<file path="src/sv/ucfr_pkg.sv">
// Shared types and constants for the command frame receiver.
package ucfr_pkg;

	localparam int unsigned APB_ADDR_W         = 3;
	localparam int unsigned APB_DATA_W         = 32;
	localparam int unsigned BYTE_W             = 8;
	localparam int unsigned COUNT_W            = 9;
	localparam int unsigned CAPTURED_BYTES_DEF = 7;
	localparam int unsigned FRAME_OVERHEAD     = 2;   // type byte plus trailer

	localparam logic [BYTE_W-1:0] HEAD_RESET = 8'hAA;
	localparam logic [BYTE_W-1:0] TAIL_RESET = 8'h55;

	// payload byte 0 flag positions
	localparam int unsigned TRIP_BIT = 0;
	localparam int unsigned TIME_BIT = 1;

	// register index, taken from paddr[2]
	typedef enum logic {
		REG_HEAD = 1'b0,
		REG_TAIL = 1'b1
	} reg_idx_t;

	typedef enum logic {
		STATUS_GOOD = 1'b0,
		STATUS_BAD  = 1'b1
	} frame_status_t;

	typedef struct packed {
		logic              frame_status;
		logic [BYTE_W-1:0] cmd_type;
		logic [BYTE_W-1:0] payload_length;
		logic              trip_clear;
		logic              time_set_en;
		logic [BYTE_W-1:0] menu_number;
		logic [BYTE_W-1:0] battery_box_number;
		logic [31:0]       utc_time;
	} result_t;

endpackage

</file>
<file path="src/sv/uart_command_frame_receiver.sv">
// Command frame receiver: head/length/type/payload/tail framing over a byte stream.
//
// Usage:
//  - Input channel (in_valid / in_stall / rx_byte) carries one received serial
//    byte per request. A request is taken at a clock edge with in_valid high
//    and in_stall low; one byte can be taken every cycle.
//  - The byte is decoded in the cycle it is taken; the frame state updates at
//    that edge. The final byte of a frame yields one result, which is registered
//    into the output register (out_valid / out_stall), or into the skid register
//    first while the output is stalled. All other bytes yield nothing.
//  - Throughput is one byte per cycle while in_stall is low. The output
//    register is backed by a one-entry skid register, so a byte is still
//    taken while a result waits. in_stall rises only when both output register
//    and skid register hold results, i.e. after the downstream side has stalled.
//  - Configuration (APB, pready tied high): head byte at 0x0, tail byte at 0x4.
//    Write only while idle.
//  - Reset (arst_n low): back to hunting for the head byte, decoded fields
//    cleared, head 0xAA, tail 0x55, output and skid empty.
module uart_command_frame_receiver #(
	parameter int unsigned CAPTURED_BYTES = ucfr_pkg::CAPTURED_BYTES_DEF
) (
	input  logic                                clk,
	input  logic                                arst_n,
	// configuration
	input  logic                                psel,
	input  logic                                penable,
	input  logic                                pwrite,
	input  logic [ucfr_pkg::APB_ADDR_W-1:0]     paddr,
	input  logic [ucfr_pkg::APB_DATA_W-1:0]     pwdata,
	output logic [ucfr_pkg::APB_DATA_W-1:0]     prdata,
	output logic                                pready,
	// byte input
	input  logic                                in_valid,
	output logic                                in_stall,
	input  logic [ucfr_pkg::BYTE_W-1:0]         rx_byte,
	// result output
	output logic                                out_valid,
	input  logic                                out_stall,
	output logic                                frame_status,
	output logic [ucfr_pkg::BYTE_W-1:0]         cmd_type,
	output logic [ucfr_pkg::BYTE_W-1:0]         payload_length,
	output logic                                trip_clear,
	output logic                                time_set_en,
	output logic [ucfr_pkg::BYTE_W-1:0]         menu_number,
	output logic [ucfr_pkg::BYTE_W-1:0]         battery_box_number,
	output logic [31:0]                         utc_time
);
	import ucfr_pkg::*;

	localparam logic [COUNT_W-1:0] OVERHEAD  = COUNT_W'(FRAME_OVERHEAD);
	localparam logic [COUNT_W-1:0] COUNT_MAX = COUNT_W'((1 << BYTE_W) - 1 + FRAME_OVERHEAD);

	// ---------------- configuration registers ----------------
	logic [BYTE_W-1:0] head_q;
	logic [BYTE_W-1:0] tail_q;
	logic              cfg_wr;
	reg_idx_t          cfg_idx;

	assign pready  = 1'b1;
	assign cfg_wr  = psel && penable && pwrite && pready;
	assign cfg_idx = reg_idx_t'(paddr[2]);

	always_ff @(posedge clk or negedge arst_n) begin
		if (!arst_n) begin
			head_q <= HEAD_RESET;
			tail_q <= TAIL_RESET;
		end else if (cfg_wr) begin
			unique case (cfg_idx)
				REG_HEAD: head_q <= pwdata[BYTE_W-1:0];
				REG_TAIL: tail_q <= pwdata[BYTE_W-1:0];
				default:  ;
			endcase
		end
	end

	always_comb begin
		unique case (cfg_idx)
			REG_HEAD: prdata = APB_DATA_W'(head_q);
			REG_TAIL: prdata = APB_DATA_W'(tail_q);
			default:  prdata = '0;
		endcase
	end

	// ---------------- frame state ----------------
	logic               hunting_q;
	logic               len_known_q;
	logic [BYTE_W-1:0]  frame_len_q;
	logic [COUNT_W-1:0] count_q;
	logic [BYTE_W-1:0]  pend_type_q;
	logic [BYTE_W-1:0]  pend_pl_q [CAPTURED_BYTES];
	logic [BYTE_W-1:0]  cap_pl_q  [CAPTURED_BYTES];
	logic [BYTE_W-1:0]  dec_type_q;

	logic               hunting_d;
	logic               len_known_d;
	logic [BYTE_W-1:0]  frame_len_d;
	logic [COUNT_W-1:0] count_d;
	logic [BYTE_W-1:0]  pend_type_d;
	logic [BYTE_W-1:0]  pend_pl_d [CAPTURED_BYTES];
	logic [BYTE_W-1:0]  cap_pl_d  [CAPTURED_BYTES];
	logic [BYTE_W-1:0]  dec_type_d;

	logic               in_acc;
	logic               res_vld;
	logic               res_bad;
	logic [COUNT_W-1:0] pos_next;
	logic [COUNT_W-1:0] len_ext;
	result_t            res;

	assign in_acc   = in_valid && !in_stall;
	assign len_ext  = COUNT_W'(frame_len_q);
	assign pos_next = count_q + COUNT_W'(1);

	always_comb begin
		hunting_d   = hunting_q;
		len_known_d = len_known_q;
		frame_len_d = frame_len_q;
		count_d     = count_q;
		pend_type_d = pend_type_q;
		pend_pl_d   = pend_pl_q;
		cap_pl_d    = cap_pl_q;
		dec_type_d  = dec_type_q;
		res_vld     = 1'b0;
		res_bad     = 1'b0;

		if (in_acc) begin
			if (hunting_q) begin
				if (rx_byte == head_q) begin
					hunting_d   = 1'b0;
					len_known_d = 1'b0;
				end
			end else if (!len_known_q) begin
				frame_len_d = rx_byte;
				len_known_d = 1'b1;
				count_d     = '0;
			end else begin
				count_d = pos_next;
				if (count_q == '0) begin
					pend_type_d = rx_byte;
				end
				for (int i = 0; i < CAPTURED_BYTES; i++) begin
					if (count_q == COUNT_W'(i + 1) && count_q <= len_ext)
						pend_pl_d[i] = rx_byte;
				end
				// trailer: the last byte never lands in the pending buffer
				if (pos_next == len_ext + OVERHEAD) begin
					res_vld = 1'b1;
					res_bad = (rx_byte != tail_q);
					if (!res_bad) begin
						dec_type_d = pend_type_q;
						for (int i = 0; i < CAPTURED_BYTES; i++) begin
							if (COUNT_W'(i) < len_ext)
								cap_pl_d[i] = pend_pl_q[i];
						end
					end
					hunting_d   = 1'b1;
					len_known_d = 1'b0;
					count_d     = '0;
				end
			end
		end
	end

	always_comb begin
		res.frame_status       = res_bad ? STATUS_BAD : STATUS_GOOD;
		res.cmd_type           = dec_type_d;
		res.payload_length     = frame_len_q;
		res.trip_clear         = cap_pl_d[0][TRIP_BIT];
		res.time_set_en        = cap_pl_d[0][TIME_BIT];
		res.menu_number        = cap_pl_d[1];
		res.battery_box_number = cap_pl_d[2];
		res.utc_time           = {cap_pl_d[6], cap_pl_d[5], cap_pl_d[4], cap_pl_d[3]};
	end

	always_ff @(posedge clk or negedge arst_n) begin
		if (!arst_n) begin
			hunting_q   <= 1'b1;
			len_known_q <= 1'b0;
			frame_len_q <= '0;
			count_q     <= '0;
			pend_type_q <= '0;
			dec_type_q  <= '0;
			for (int i = 0; i < CAPTURED_BYTES; i++)
				cap_pl_q[i] <= '0;
		end else begin
			hunting_q   <= hunting_d;
			len_known_q <= len_known_d;
			frame_len_q <= frame_len_d;
			count_q     <= count_d;
			pend_type_q <= pend_type_d;
			dec_type_q  <= dec_type_d;
			cap_pl_q    <= cap_pl_d;
		end
	end

	// pending bytes are always written before they are committed
	always_ff @(posedge clk) begin
		pend_pl_q <= pend_pl_d;
	end

	// ---------------- output register with skid ----------------
	logic    out_vld_q;
	logic    skid_vld_q;
	result_t out_q;
	result_t skid_q;
	logic    out_free;

	assign out_free = !out_vld_q || !out_stall;
	assign in_stall = skid_vld_q;

	always_ff @(posedge clk or negedge arst_n) begin
		if (!arst_n) begin
			out_vld_q  <= 1'b0;
			skid_vld_q <= 1'b0;
		end else if (out_free) begin
			if (skid_vld_q) begin
				out_vld_q  <= 1'b1;
				skid_vld_q <= 1'b0;
			end else begin
				out_vld_q <= res_vld;
			end
		end else if (res_vld) begin
			skid_vld_q <= 1'b1;
		end
	end

	always_ff @(posedge clk) begin
		if (out_free) begin
			out_q <= skid_vld_q ? skid_q : res;
		end else if (res_vld) begin
			skid_q <= res;
		end
	end

	assign out_valid          = out_vld_q;
	assign frame_status       = out_q.frame_status;
	assign cmd_type           = out_q.cmd_type;
	assign payload_length     = out_q.payload_length;
	assign trip_clear         = out_q.trip_clear;
	assign time_set_en        = out_q.time_set_en;
	assign menu_number        = out_q.menu_number;
	assign battery_box_number = out_q.battery_box_number;
	assign utc_time           = out_q.utc_time;

`ifndef NO_ASSERTIONS
	// skid only fills behind a stalled, full output register
	a_skid_implies_out: assert property (@(posedge clk) disable iff (!arst_n)
		skid_vld_q |-> out_vld_q)
		else $error("skid holds a result while output register is empty");

	// after a finished frame the output register always holds a valid result next cycle
	a_result_lands: assert property (@(posedge clk) disable iff (!arst_n)
		res_vld |=> out_vld_q)
		else $error("completed frame produced no output");

	// length is only known once the head has been seen
	a_len_not_hunting: assert property (@(posedge clk) disable iff (!arst_n)
		len_known_q |-> !hunting_q)
		else $error("length known while hunting");

	// byte counter never passes the longest frame
	a_count_bound: assert property (@(posedge clk) disable iff (!arst_n)
		count_q <= COUNT_MAX)
		else $error("byte counter overran longest frame");

	// a stalled skid entry is not overwritten
	a_skid_holds: assert property (@(posedge clk) disable iff (!arst_n)
		(skid_vld_q && out_stall) |=> (skid_vld_q && $stable(skid_q)))
		else $error("skid entry lost while output stalled");
`endif

endmodule
</file>
<file path="config.mk">
export PLATFORM = sky130hd
export DESIGN_NAME = uart_command_frame_receiver
export DESIGN_NICKNAME = d
export VERILOG_FILES = /design/src/sv/ucfr_pkg.sv /design/src/sv/uart_command_frame_receiver.sv
export SDC_FILE = /design/constraint.sdc
export NUM_CORES = 1
export LEC_CHECK = 0
export ABC_AREA = 0
export CORE_MARGIN = 8
export CORE_UTILIZATION = 55
export DETAILED_ROUTE_END_ITERATION = 8
export DONT_BUFFER_PORTS = 1
export PLACE_DENSITY = 0.73
export SKIP_CTS_REPAIR_TIMING = 1
export SLEW_MARGIN = 20
export SYNTH_ARGS = -nofsm -noshare
export SYNTH_HDL_FRONTEND = slang
export SYNTH_SLANG_ARGS = --single-unit
</file>
<file path="constraint.sdc">
create_clock -name clk -period 7.6 [get_ports clk]
set_input_delay 0.76 -clock clk [delete_from_list [all_inputs] [get_ports clk]]
set_output_delay 0.76 -clock clk [all_outputs]
set_load 0.02 [all_outputs]
</file>
==> flow_summary.toml <==
[synthesis]
ys_async_sr_fraction_pct = 35.9
synth_cell_types = 53
synth_edf_count = 184
syn_area_sq_um = 11800
syn_avg_cell_area_sq_um = 13.6
seq_area_frac_synth_pct = 68.6
ys.warnings.count = 0
postSynthCellCount = 873
synth_seq_cells = 287
synth_top_flop_cell = "edfxtp_1"

[power_and_ir_drop]
power.switching_mw = 0.983
finalPower_mw = 3.81
seqPwrFrac_pct = 50.2
leakage_nw = 5.51
power.share.clock_pct = 38.3
p_per_area_nw_per_um2 = 291
vdd_ir_drop_max_v = 0.000228
netSwitchingFraction_pct = 25.8
combPwrFrac_pct = 11.5
p_int_mw = 2.82

[global_routing]
grt_pass1_wl_um = 37500
grt_pass1_vias = 6651
grt_max_degree = 104
grt_usage_pct = 18.0
grt_antenna_before_repair = 0
grt-ovfl-total = 0

[critical_path]
crit_fanout = 39
rr_startpoint = "count_q[1]"
critical_path_class = "reg -> reg"
worst_setup_path_end_kind = "register"
rr_endpoint = "skid_q[57]"
critPathRequiredTime_ns = 7.79
critPathArrivalTime_ns = 4.85
reg2reg_depth = 9
ff2ff_setup_slack_ns = 2.94
crit_path_start_kind = "register"

[cells_and_area]
final_nets = 941
finalNonFillerCells = 1177
layout_common_cells = "edfxtp_1, nand2_1, dfrtp_1, o21ai_0, o211ai_1"
multiInputGateArea_sq_um = 3400
drive_gt1_share_pct = 14.0
syn2layout_area_growth_pct = 10.4
layout_commonest_cell = "edfxtp_1"
n_antenna_cell = 0
fillerInstances = 1589
seqCellArea_sq_um = 8120

[place]
gp_congestion = 0.822
dp.final_hpwl_um = 14900
io_buffers = 0
dp_cells = 1120

[sta]
clock_skew_ns = 0.0140
rsz0062_at_grt = "false"
finalHoldViolations = 0
finalCriticalPeriod_ns = 4.66
tns_ns = 0
hold_ws_ns = 0.0463
relSlewSlack_pct = 28.5
drv_slew = 0
max_freq_mhz = 215
fin_crit_sh_pct = 61.3
worst_pin_slew_ns = 1.06
setup_viol = 0

[routing]
drt_iter0_markers = 497
drt-pass1-iter-count = 5
routed_via_density = 5.80
ant_nets = 0
wl_per_cell_um = 20.6
vias = 6824
drc_errors = 0
wl_um = 24300

[clock_network]
cts_sinks = 287
numCtsBuffers = 30
h-tree-depth = 1
clk_latency_ns = 0.56
clk_pin_slew_ns = 0.06
root_buffer = "clkbuf_16"
clk_path_buf_depth = 3
tritoncts = "yes"

[run_status]
status = "finished, final reports clean"

[floorplan]
core_sq_um = 21100
die_area_sq_um = 26500
dieWidth_um = 163
rows = 53
die_h_um = 163
io_pins = 152
start_util_pct = 56.1

[min_path]
hp-class = "in -> async"

[job]
maxCapViolations = 0
## worst max-delay path, stage by stage, from the launching register on
cell     delay, ns
dfrtp_1       0.44
ha_1          0.37
nand4_1       0.19
or3_1         0.44
xor2_1        0.24
xnor2_2       0.16
nor3_1        0.77
nand2_1       0.28
nor2_4        0.73
buf_4         0.61
## synthesized netlist by cell type, types with 2 or more instances
cell type    n  share of area, %
clkbuf_1    28              0.89
ha_1        13               1.4
dfstp_2      9               2.0
mux2i_1      8              0.68
nand2_1    121               3.8
o211ai_1    49               3.1
nor3_1       9              0.38
edfxtp_1   184                47
o21a_1       2              0.13
nand3_1     44               1.9
o21ai_0     63               2.7
inv_1       28              0.89
dfrtp_1     94                20
nand2b_1     4              0.21
xor2_1       5              0.37
xnor2_1     26               1.9
nor3b_1      2              0.13
a21oi_1      9              0.38
mux2_4       8               1.0
buf_4       26               1.6
mux2_2      44               4.2
or4_1        2              0.13
a31oi_1      2              0.11
a21o_1       7              0.44
nand4_1     11              0.58
nor4_2       2              0.21
conb_1       2             0.063
nand3b_1     9              0.57
or3_1        6              0.32
nor4_1       3              0.16
nor2_1      21              0.67
buf_6        2              0.19
nor2b_1      3              0.16
a211o_1      8              0.59
## cell families (layout without fill, tap and decap cells)
logic type      Yosys count  in the layout  share of synthesized area [%]
compound gates          147            147                           7.90
buf+inv                  86             92                           3.69
xor+xnor                 33             33                           2.62
flops                   287            287                           68.6
other cells               2             25                         0.0635
mux                      60             60                           5.88
fa+ha+maj                13             13                           1.37
simple gates            245            245                           9.90
## flip-flops by register name (all words and copies together) (netlist names), 9 cells and up
| register | count |
|---|---|
| skid_q | 67 |
| cap_pl_q | 50 |
| pend_pl_q | 50 |
| utc_time | 32 |
| count_q | 9 |
## per-layer routing
layer	GRT usage (%)	up-vias	wire length, um
met2	28.9	237	11600
met1	23.7	3372	10200
met5	0	-	0
met4	4.42	0	529
li1	-	3172	-
met3	5.64	43	1990
## how the worst max path moves through the flow
stage / startpoint / end / slack (ns) / depth (start not counted)
floorplan: out_stall / skid_q[0] / 1.81 / 2
CTS: count_q[1] / skid_q[2] / 2.90 / 9
finish: count_q[1] / skid_q[57] / 2.94 / 9
global placement: count_q[1] / skid_q[8] / 3.01 / 9
detailed placement: count_q[1] / skid_q[8] / 2.90 / 9
global route: count_q[1] / skid_q[56] / 2.57 / 9
## stage by stage
step                      area, sq um  setup slack [ns]  util [%]
after global routing            13100              2.57      62.0
final                           13100              2.94      62.0
after floorplan                 11900              1.81         -
after global placement          12000              3.01      57.0
after detailed placement        12000              2.90      57.0
after CTS                       13000              2.90      61.8
## power groups by stage
stage / clock [mW] / sequential (mW) / combinational [mW]
after floorplan: 0 / 1.90 / 0.368
after global placement: 0 / 1.94 / 0.419
after detailed placement: 0 / 1.95 / 0.428
after CTS: 1.49 / 1.91 / 0.430
after global routing: 1.54 / 1.93 / 0.492
final: 1.46 / 1.91 / 0.438
## layout make-up
class                           instances  area share (%)
Sequential cell                       287            62.1
Multi-Input combinational cell        523            26.0
Clock buffer                           36            6.22
Tap cell                              275            2.63
Clock inverter                         20            1.60
Inverter                               28           0.804
Timing Repair Buffer                    8           0.613
No activity file was read; power rests on OpenSTA's default activity.
